## src/hw/rtl/bmpc_pkg.sv

```systemverilog
`default_nettype none

package bmpc_pkg;

    localparam int MODE_W  = 2;
    localparam int VALUE_W = 8;
    localparam int POS_W   = 7;
    localparam int CFG_W   = 16;
    localparam int CFG_IDX_W = 1;

    localparam logic [MODE_W-1:0] MODE_TICK   = 2'd0;
    localparam logic [MODE_W-1:0] MODE_SET    = 2'd1;
    localparam logic [MODE_W-1:0] MODE_ADJUST = 2'd2;

    localparam logic [CFG_IDX_W-1:0] REG_STEP_INTERVAL = 1'd0;
    localparam logic [CFG_IDX_W-1:0] REG_REVERSAL_PAUSE = 1'd1;

    localparam logic [CFG_W-1:0] STEP_INTERVAL_RESET  = 16'd200;
    localparam logic [CFG_W-1:0] REVERSAL_PAUSE_RESET = 16'd1000;

    typedef struct packed {
        logic [CFG_W-1:0] step_interval_ms;
        logic [CFG_W-1:0] reversal_pause_ms;
    } cfg_t;

    typedef struct packed {
        logic             relay_power;
        logic             relay_direction;
        logic [POS_W-1:0] position;
        logic [POS_W-1:0] target;
        logic             report_valid;
        logic             pausing;
    } result_t;

endpackage

`default_nettype wire

```

## src/hw/rtl/bmpc_ctrl.sv

```systemverilog
`default_nettype none

module bmpc_ctrl #(
    parameter int POSITION_MAX = 100
) (
    input  wire logic                            aclk,
    input  wire logic                            aresetn,
    input  wire logic                            item_fire,
    input  wire logic [bmpc_pkg::MODE_W-1:0]     item_mode,
    input  wire logic signed [bmpc_pkg::VALUE_W-1:0] item_value,
    input  wire bmpc_pkg::cfg_t                  cfg,
    output bmpc_pkg::result_t                    result
);
    import bmpc_pkg::*;

    localparam logic [1:0] MOT_DOWN = 2'd0;
    localparam logic [1:0] MOT_UP   = 2'd1;
    localparam logic [1:0] MOT_STOP = 2'd2;

    localparam logic signed [9:0] MAX_S   = 10'(POSITION_MAX);
    localparam logic [POS_W-1:0]  MAX_POS = POS_W'(POSITION_MAX);

    logic [POS_W-1:0] position_reg, position_next;
    logic [POS_W-1:0] target_reg, target_next;
    logic [1:0]       motion_reg, motion_next;
    logic             pause_reg, pause_next;
    logic [CFG_W-1:0] pause_elapsed_reg, pause_elapsed_next;
    logic [CFG_W-1:0] step_elapsed_reg, step_elapsed_next;
    logic             power_reg, power_next;
    logic             direction_reg, direction_next;
    logic             report;
    logic             running;
    logic             up;
    logic signed [9:0] cand;

    function automatic logic is_tenth(input logic [POS_W-1:0] p);
        logic [14:0] prod;
        logic [3:0]  q;
        logic [6:0]  tens;
        prod = {8'b0, p} * 15'd205;
        q    = prod[14:11];
        tens = {3'b0, q} * 7'd10;
        return tens == p;
    endfunction

    always_comb begin
        position_next      = position_reg;
        target_next        = target_reg;
        motion_next        = motion_reg;
        pause_next         = pause_reg;
        pause_elapsed_next = pause_elapsed_reg;
        step_elapsed_next  = step_elapsed_reg;
        power_next         = power_reg;
        direction_next     = direction_reg;
        report             = 1'b0;
        running            = 1'b1;
        up                 = target_reg > position_reg;
        cand               = {{2{item_value[7]}}, item_value};
        if (item_mode == MODE_ADJUST) begin
            cand = $signed({3'b0, target_reg}) + {{2{item_value[7]}}, item_value};
        end

        unique case (item_mode)
            MODE_TICK: begin
                if (step_elapsed_reg < cfg.step_interval_ms) begin
                    step_elapsed_next = step_elapsed_reg + 1'b1;
                end
                if (pause_reg) begin
                    if (pause_elapsed_reg != '1) begin
                        pause_elapsed_next = pause_elapsed_reg + 1'b1;
                    end
                    if (pause_elapsed_next >= cfg.reversal_pause_ms) begin
                        pause_next = 1'b0;
                    end else begin
                        running = 1'b0;
                    end
                end
                if (running) begin
                    if (position_reg != target_reg) begin
                        if ((motion_reg == MOT_UP && !up) || (motion_reg == MOT_DOWN && up)) begin
                            power_next         = 1'b0;
                            motion_next        = MOT_STOP;
                            pause_next         = 1'b1;
                            pause_elapsed_next = '0;
                        end else if (step_elapsed_next >= cfg.step_interval_ms) begin
                            step_elapsed_next = '0;
                            if (up) begin
                                motion_next    = MOT_UP;
                                direction_next = 1'b1;
                                position_next  = position_reg + 1'b1;
                            end else begin
                                motion_next    = MOT_DOWN;
                                direction_next = 1'b0;
                                position_next  = position_reg - 1'b1;
                            end
                            power_next = 1'b1;
                            report     = is_tenth(position_next) || (position_next == target_reg);
                        end
                    end else if (motion_reg != MOT_STOP) begin
                        power_next     = 1'b0;
                        direction_next = 1'b0;
                        motion_next    = MOT_STOP;
                        report         = 1'b1;
                    end
                end
            end
            MODE_SET, MODE_ADJUST: begin
                if (cand[9]) begin
                    target_next = '0;
                end else if (cand > MAX_S) begin
                    target_next = MAX_POS;
                end else begin
                    target_next = cand[POS_W-1:0];
                end
            end
            default: begin
            end
        endcase
    end

    always_ff @(posedge aclk) begin
        if (!aresetn) begin
            position_reg      <= '0;
            target_reg        <= '0;
            motion_reg        <= MOT_STOP;
            pause_reg         <= 1'b0;
            pause_elapsed_reg <= '0;
            step_elapsed_reg  <= '0;
            power_reg         <= 1'b0;
            direction_reg     <= 1'b0;
        end else if (item_fire) begin
            position_reg      <= position_next;
            target_reg        <= target_next;
            motion_reg        <= motion_next;
            pause_reg         <= pause_next;
            pause_elapsed_reg <= pause_elapsed_next;
            step_elapsed_reg  <= step_elapsed_next;
            power_reg         <= power_next;
            direction_reg     <= direction_next;
        end
    end

    assign result.relay_power     = power_next;
    assign result.relay_direction = direction_next;
    assign result.position        = position_next;
    assign result.target          = target_next;
    assign result.report_valid    = report;
    assign result.pausing         = pause_next;

    a_position_range: assert property (@(posedge aclk) disable iff (!aresetn)
        position_reg <= MAX_POS)
        else $error("Tracked position is beyond the travel range.");

    a_target_range: assert property (@(posedge aclk) disable iff (!aresetn)
        target_reg <= MAX_POS)
        else $error("Target is beyond the travel range.");

    a_pause_unpowered: assert property (@(posedge aclk) disable iff (!aresetn)
        pause_reg |-> !power_reg)
        else $error("Motor is powered during the reversal dead time.");

    a_stop_unpowered: assert property (@(posedge aclk) disable iff (!aresetn)
        motion_reg == MOT_STOP |-> !power_reg)
        else $error("Motor is powered while stopped.");

    a_step_single: assert property (@(posedge aclk) disable iff (!aresetn)
        !item_fire |=> $stable(position_reg) && $stable(target_reg))
        else $error("Position or target changed without an item.");

endmodule

`default_nettype wire

```

## src/hw/rtl/blind_motor_position_controller.sv

```systemverilog
// Blind motor position controller.
// The input channel (s_valid, s_ready, s_mode, s_value) carries one beat per
// item: a one millisecond tick, an absolute target, or a signed target delta.
// The result channel (m_valid, m_ready, m_*) returns exactly one beat per
// input beat, in order, with the relay levels, position, target, a report
// flag and the reversal dead time flag as they stand after that item.
// The configuration port (cfg_we, cfg_index, cfg_wdata) writes the step
// interval (index 0) and the reversal pause (index 1) in milliseconds; write
// it only while no beat is in flight.
// An accepted beat is held in an input register until the output register is free
// or being drained; then the position logic updates the state and loads the output
// register. One beat is taken every cycle while the receiver does not stall.
// When the receiver stalls, the result holds in the output register, the next
// beat waits in the input register, and s_ready falls once both are full.
// Synchronous reset clears the motor state including both relay levels, restores
// the interval to 200 ms and the pause to 1000 ms, and empties both registers.
`default_nettype none

module blind_motor_position_controller #(
    parameter int POSITION_MAX = 100
) (
    input  wire logic                                aclk,
    input  wire logic                                aresetn,
    input  wire logic                                s_valid,
    output logic                                     s_ready,
    input  wire logic [bmpc_pkg::MODE_W-1:0]         s_mode,
    input  wire logic signed [bmpc_pkg::VALUE_W-1:0] s_value,
    output logic                                     m_valid,
    input  wire logic                                m_ready,
    output logic                                     m_relay_power,
    output logic                                     m_relay_direction,
    output logic [bmpc_pkg::POS_W-1:0]               m_position,
    output logic [bmpc_pkg::POS_W-1:0]               m_target,
    output logic                                     m_report_valid,
    output logic                                     m_pausing,
    input  wire logic                                cfg_we,
    input  wire logic [bmpc_pkg::CFG_IDX_W-1:0]      cfg_index,
    input  wire logic [bmpc_pkg::CFG_W-1:0]          cfg_wdata
);
    import bmpc_pkg::*;

    logic                       in_valid_reg;
    logic [MODE_W-1:0]          in_mode_reg;
    logic signed [VALUE_W-1:0]  in_value_reg;
    logic                       m_valid_reg;
    result_t                    m_result_reg;
    result_t                    result;
    cfg_t                       cfg_reg;
    logic                       advance;
    logic                       fire;

    assign advance = !m_valid_reg || m_ready;
    assign s_ready = !in_valid_reg || advance;
    assign fire    = in_valid_reg && advance;

    always_ff @(posedge aclk) begin
        if (!aresetn) begin
            in_valid_reg <= 1'b0;
        end else if (s_ready) begin
            in_valid_reg <= s_valid;
        end
    end

    always_ff @(posedge aclk) begin
        if (s_valid && s_ready) begin
            in_mode_reg  <= s_mode;
            in_value_reg <= s_value;
        end
    end

    always_ff @(posedge aclk) begin
        if (!aresetn) begin
            cfg_reg.step_interval_ms  <= STEP_INTERVAL_RESET;
            cfg_reg.reversal_pause_ms <= REVERSAL_PAUSE_RESET;
        end else if (cfg_we) begin
            unique case (cfg_index)
                REG_STEP_INTERVAL:  cfg_reg.step_interval_ms  <= cfg_wdata;
                REG_REVERSAL_PAUSE: cfg_reg.reversal_pause_ms <= cfg_wdata;
                default: begin
                end
            endcase
        end
    end

    bmpc_ctrl #(
        .POSITION_MAX(POSITION_MAX)
    ) u_ctrl (
        .aclk      (aclk),
        .aresetn   (aresetn),
        .item_fire (fire),
        .item_mode (in_mode_reg),
        .item_value(in_value_reg),
        .cfg       (cfg_reg),
        .result    (result)
    );

    always_ff @(posedge aclk) begin
        if (!aresetn) begin
            m_valid_reg <= 1'b0;
        end else if (advance) begin
            m_valid_reg <= in_valid_reg;
        end
    end

    always_ff @(posedge aclk) begin
        if (fire) begin
            m_result_reg <= result;
        end
    end

    assign m_valid           = m_valid_reg;
    assign m_relay_power     = m_result_reg.relay_power;
    assign m_relay_direction = m_result_reg.relay_direction;
    assign m_position        = m_result_reg.position;
    assign m_target          = m_result_reg.target;
    assign m_report_valid    = m_result_reg.report_valid;
    assign m_pausing         = m_result_reg.pausing;

    a_no_drop: assert property (@(posedge aclk) disable iff (!aresetn)
        in_valid_reg && !advance |=> in_valid_reg)
        else $error("A waiting beat was lost while the output stalled.");

    a_fill_output: assert property (@(posedge aclk) disable iff (!aresetn)
        fire |=> m_valid_reg)
        else $error("A processed beat did not reach the output register.");

    a_ready_when_free: assert property (@(posedge aclk) disable iff (!aresetn)
        !in_valid_reg |-> s_ready)
        else $error("Input is blocked although the input register is empty.");

endmodule

`default_nettype wire
```

## config.mk

```make
export PLATFORM = sky130hd
export DESIGN_NAME = blind_motor_position_controller
export DESIGN_NICKNAME = d
export VERILOG_FILES = /design/src/hw/rtl/bmpc_pkg.sv /design/src/hw/rtl/bmpc_ctrl.sv /design/src/hw/rtl/blind_motor_position_controller.sv
export SDC_FILE = /design/constraint.sdc
export NUM_CORES = 1
export LEC_CHECK = 0
export BUFFER_PORTS_ARGS = -buffer_cell sky130_fd_sc_hd__buf_2
export CAP_MARGIN = 0
export CORE_MARGIN = 2
export CORE_UTILIZATION = 35
export DETAILED_ROUTE_END_ITERATION = 6
export HOLD_SLACK_MARGIN = 0.03
export SLEW_MARGIN = 40
export SYNTH_ARGS = -nofsm -noshare
export SYNTH_HDL_FRONTEND = slang
export SYNTH_SLANG_ARGS = --single-unit
```

## constraint.sdc

```tcl
create_clock -name aclk -period 7.3 [get_ports aclk]
set_input_delay 0.365 -clock aclk [delete_from_list [all_inputs] [get_ports aclk]]
set_output_delay 0.365 -clock aclk [all_outputs]
set_load 0.01 [all_outputs]
```

# [After elaboration in Yosys (flattened, before gate mapping)]
# Cells that the tools add are included.
[totals] regBits=113 out_inout_bits=20 word_cells=121
[op_classes] addsub=5 multipliers=2 n_lt_le_gt_ge=5 n_eq_ne=9 muxes=59 bitwise_logic=1 reduce_logical=20
[ops] op="16-bit 2-to-1 mux" n=13
[ops] op="7-bit 2-to-1 mux" n=14
[ops] op="16-bit by 1-bit adder with 16-bit output (second input constant)" n=2
[ops] op="16-bit >= comparator" n=2
[ops] op="1-bit 2-to-1 mux" n=27
[ops] op="16-bit less-than comparator" n=1
[ops] op="16-bit != test (second input constant)" n=1
[ops] op="7-bit by 8-bit multiplier with 15-bit output (second input constant)" n=1
[ops] op="7-bit equality test" n=2
[ops] op="10-bit by 8-bit > comparator with 1-bit output (second input constant)" n=1
[ops] op="10-bit 2-to-1 mux" n=1
[ops] op="8-bit by 8-bit adder with 9-bit output" n=1
[ops] op="2-bit 2-to-1 mux" n=4
[ops] op="2-bit AND reduction" n=4
[ops] op="7-bit by 1-bit adder with 7-bit output (second input constant)" n=1
[ops] op="7-bit > comparator" n=1
[ops] op="7-bit != test" n=1
[ops] op="7-bit by 1-bit subtractor with 7-bit output (second input constant)" n=1
[ops] op="4-bit by 3-bit multiplier with 6-bit output (second input constant)" n=1
[ops] op="5-bit AND reduction" n=1
[ops] op="2-bit by 1-bit equality test with 1-bit output (second input constant)" n=2
[ops] op="1-bit logical AND" n=4
[ops] op="2-bit zero test" n=2
[ops] op="1-bit logical OR" n=4
[ops] op="other kinds (7)" n=9

# [Longest topological paths before layout]
[depth] word_depth=17 mapped_depth=37 ltp_nobuf=36

# [Hierarchy]
# Synthesis repeated with hierarchy kept, for this count alone.
[unflattened] hier_cells=958 area_unflattened_um2=8321.7
[by_module_without_submodules] mod="bmpc_ctrl" n_inst=1 cells_per_inst=790 area_each_um2=6139.6 seq_area_each_um2=1021.0
[by_module_without_submodules] mod="blind_motor_position_controller" n_inst=1 cells_per_inst=168 area_each_um2=2182.1 seq_area_each_um2=1521.5

# [Worst setup path after synthesis]
# OpenSTA, ideal clock, no wires.
[synth_path] kind="register -> register" start="register u_ctrl.position_reg[6]" end="register m_result_reg, in the netlist m_report_valid, data pin" arrival_time_ns=7.695 required_ns=7.037 setup_slack_ns=-0.658 path_stages_with_launch=34 cell_sequence="dfxtp_1 > inv_1 > ha_1 > nand4_1 > a21oi_1 > o31ai_4 > inv_1 > fa_1 > nand2b_1 > a2111o_1 > o311ai_1 > xnor2_1 > inv_1 > ha_1 > ha_1 > fa_1 > inv_1 > fa_1 > inv_1 > ha_1 > a21oi_1 > nand4b_1 > o21a_1 > a311o_1 > xnor2_1 > xnor2_1 > ha_1 > ha_1 > fa_1 > xnor2_1 > or3_1 > and3_1 > o221ai_1 > a31oi_1"
[synth_via] elab_chain_cells=14 elab_cells_between_ends=22
[synth_lines] item="start: declaration" line_no="bmpc_ctrl.sv:23" source="logic [POS_W-1:0] position_reg, position_next;"
[synth_lines] item="start signal: assignment" line_no="bmpc_ctrl.sv:132" source="position_reg <= position_next;"
[synth_lines] item="7-bit by 1-bit subtractor with 7-bit output, or another cell as far along" line_no="bmpc_ctrl.sv:94" source="position_next = position_reg - 1'b1;"
[synth_lines] item="7-bit 2-to-1 mux" line_no="bmpc_ctrl.sv:87" source="if (up) begin"
[synth_lines] item="7-bit 2-to-1 mux" line_no="bmpc_ctrl.sv:85" source="end else if (step_elapsed_next >= cfg.step_interval_ms) begin"
[synth_lines] item="7-bit 2-to-1 mux" line_no="bmpc_ctrl.sv:80" source="if ((motion_reg == MOT_UP && !up) || (motion_reg == MOT_DOWN && up)) begin"
[synth_lines] item="7-bit 2-to-1 mux" line_no="bmpc_ctrl.sv:79" source="if (position_reg != target_reg) begin"
[synth_lines] item="7-bit 2-to-1 mux" line_no="bmpc_ctrl.sv:78" source="if (running) begin"
[synth_lines] item="7-bit 2-to-1 mux" line_no="bmpc_ctrl.sv:63" source="unique case (item_mode)"
[synth_lines] item="7-bit by 8-bit multiplier with 15-bit output" line_no="bmpc_ctrl.sv:40" source="prod = {8'b0, p} * 15'd205;"
[synth_lines] item="4-bit by 3-bit multiplier with 6-bit output" line_no="bmpc_ctrl.sv:42" source="tens = {3'b0, q} * 7'd10;"
[synth_lines] item="7-bit equality test" line_no="bmpc_ctrl.sv:43" source="return tens == p;"
[synth_lines] item="1-bit logical OR" line_no="bmpc_ctrl.sv:97" source="report = is_tenth(position_next) || (position_next == target_reg);"
[synth_lines] item="1-bit 2-to-1 mux" line_no="bmpc_ctrl.sv:85"
[synth_lines] item="1-bit 2-to-1 mux" line_no="bmpc_ctrl.sv:80"
[synth_lines] item="1-bit 2-to-1 mux *" line_no="bmpc_ctrl.sv:79"
[synth_lines] item="end signal: assignment" line_no="blind_motor_position_controller.sv:107" source="m_result_reg <= result;"
[synth_lines] item="end: declaration" line_no="blind_motor_position_controller.sv:46" source="result_t m_result_reg;"
# Every way passes the cells marked *; elsewhere a longest branch is shown, timed or not. The select of a mux whose other input is x is not followed.
# A chain may end at the register's enable or synchronous reset.

# [Worst setup path after layout]
[layout_path] start="register u_ctrl.position_reg[2]" end="register m_result_reg, in the netlist m_report_valid, data pin"
# Same word-level chain as after synthesis.

==> run metrics <==
status complete, but fails checks; violated checks negative setup slack; # hold bufs at CTS 0; reg2reg end m_report_valid; synth unique cells 62; CP arrival 7470 ps; fin. max-slew vios 0; Vias 7276; initial core utilization 35.4%; CTS max path bufs 2; number of port buffers 51; DPL Wire Length 15700 um; Synth top cells by count nand2_1 (114), ha_1 (105), inv_1 (89); Worst path max stage delay 470 ps; # diodes 0; synth warn 0; Top FF cell, synth dfxtp_1; post-layout net count 1226; Final period util 100%; clock slew at reported path FFs 50 ps; htree depth 4; Initial DRT Pass Iterations 5; DRC Markers 0; syn nets 1117; CP Max Fanout 4; DIE AREA 0.0247 mm^2; io pins 52; Core ar. 0.0233 mm^2; dominant cell type by area after synthesis dfxtp_1; vias per cell 5.16; Mapped Cells 969; WP data required 7450 ps; Sink Count 113; crit start category flop; first-pass GRT wire length 34400 um; Mapped Area 0.00823 mm^2; largest net degree at the start of global routing 41; Synth area leaders dfxtp_1 (21%), ha_1 (16%), edfxtp_1 (10%), nand2_1 (5.2%), xnor2_1 (5.0%); Power per Cell Area 287 mW/mm^2; Clk Latency, worst-skew pair 420 ps; CP endpoint kind flop; Period minus WS final 7320 ps; R2R cell count 33; flop2flop setup slack -20 ps; Post-synth EDFFs 28; top-area cell type share of the netlist area 20.7%; gr usage total 17.5%; Layout area overhead 22.5%; fmax 137 MHz; hold path depth 1; post-route ant nets 0; final cell count without fillers 1410; Avg Inst Size Synth 8.49 um^2; Max Cap Violations 0; top-count cell post-synth nand2_1; grt ovf 0; Hold Path End in_value_reg[5]; Root Driver clkbuf_16; worst slew pin tran 847 ps; Final Worst Setup Slack -18.1 ps; fillers 2355; die width 157 um; max FFs per register 32; clk_skew 7.61 ps; critical path type reg -> reg; VDD IR max 0.000442 V; CTS Buf Count 17; vias in the first global route 7043; TritonCTS clock tree yes; initial antenna violation count 0; Core Rows 56; Worst Hold Class in -> reg; reg-to-reg startpoint u_ctrl.position_reg[2]; Seq/Total Area, Yosys 30.9%; slew margin rel. 43.0%; Final Hold Viols 0; share of layout cells above drive strength 1 17.7%; Setup violations, final 1; Power Total 2.89 mW; dpl cells 1373; P_leak 4.24 nW; Synth Register Bits 113; ys async rst share 0%; unrepaired setup endpoints after global routing true; final WL 21000 um; Die Y 157 um; hold slack 119 ps; GPL Wtd Cong 0.828; slowest library cell on the worst path fa_1; WL per Instance 14.9 um; Worst Hold Launch s_value[5]; fin util 43.3%; drt initial violations 458
kinds of logic (layout without fill, tap and decap cells):
group	count (synthesis)	in the layout	synth area share, %
simple gates	310	310	18.1
compound gates	238	238	18.7
buf+inv	120	242	5.52
fa+ha+maj	116	116	18.6
flops	113	113	30.9
xor+xnor	63	63	6.97
mux	9	9	1.14
cell type report:
cell class / instances / area [um^2] / share of cell area, %
Sequential cell: 113 / 2550 / 25.3
Clock inverter: 12 / 140 / 1.39
Clock buffer: 20 / 447 / 4.43
Tap cell: 319 / 399 / 3.96
Timing Repair Buffer: 120 / 777 / 7.71
Inverter: 90 / 338 / 3.35
Multi-Input combinational cell: 736 / 5430 / 53.8
per-stage QoR:
stage	cell area, um^2	setup TNS (ps)	setup slack (ps)
floorplan	8370	-410	-410
finish	10100	-18.1	-18.1
global placement	9390	-191	-191
detailed placement	9390	-331	-331
CTS	10000	-75.3	-75.3
global route	10100	-331	-331
metal layers:
| layer | vias up | global-route usage [%] | routed length, um |
|---|---|---|---|
| li1 | 3677 | - | - |
| met1 | 3423 | 22.9 | 9990 |
| met2 | 158 | 29.9 | 10000 |
| met4 | 0 | 4.94 | 254 |
| met3 | 18 | 2.86 | 747 |
| met5 | - | 0 | 0 |
worst max-delay path by stage:
stage	cells after the start	from	to
2_1_floorplan	33	u_ctrl.position_reg[4]	m_report_valid
3_3_place_gp	33	u_ctrl.position_reg[6]	m_report_valid
3_5_place_dp	32	u_ctrl.position_reg[6]	m_report_valid
4_1_cts	33	u_ctrl.position_reg[4]	m_report_valid
5_1_grt	34	u_ctrl.position_reg[1]	m_report_valid
6_report	33	u_ctrl.position_reg[2]	m_report_valid
what timing repair did:
action                     CTS  global route
setup endpoints to repair    1             1
buffers inserted             5             0
gates resized for setup      5             5
pin swaps                   19             1
critical path, delay by kind of cell (launching register included):
| kind | cells | cell delay (ps) |
|---|---|---|
| fa+ha+maj | 10 | 3070 |
| compound gates | 10 | 1850 |
| simple gates | 4 | 800 |
| xor+xnor | 4 | 620 |
| buf+inv | 5 | 360 |
| flops | 1 | 300 |
report_power, final:
part           switching [mW]  total (mW)  leakage [nW]  internal, mW
Sequential            0.00917       0.670         0.961         0.661
Combinational           0.650        1.38          3.00         0.730
Clock                   0.304       0.844         0.281         0.540
layout by cell type, fill, tap and decap left out, types with 6 or more instances in the layout:
cell and n:
nand2_1 114, ha_1 96, inv_1 84, dfxtp_1 80, a21oi_1 73, buf_4 68, nor2_1 58, buf_2 51
o21ai_0 45, xnor2_1 45, nand3_1 36, edfxtp_1 28, clkbuf_16 17, a21o_1 15, xor2_1 14, nand4_1 13
o211ai_1 13, o21a_1 12, a31oi_1 12, a211oi_1 11, and3_1 11, nand2b_1 11, or3_1 11, nor2b_1 9
nor3_1 8, a22o_1 8, and2_1 8, o31ai_1 8, fa_1 8, ha_4 8, nand3b_1 7, o22ai_1 7
mux2i_1 6
Note: power is estimated with default switching activity, not from simulation.
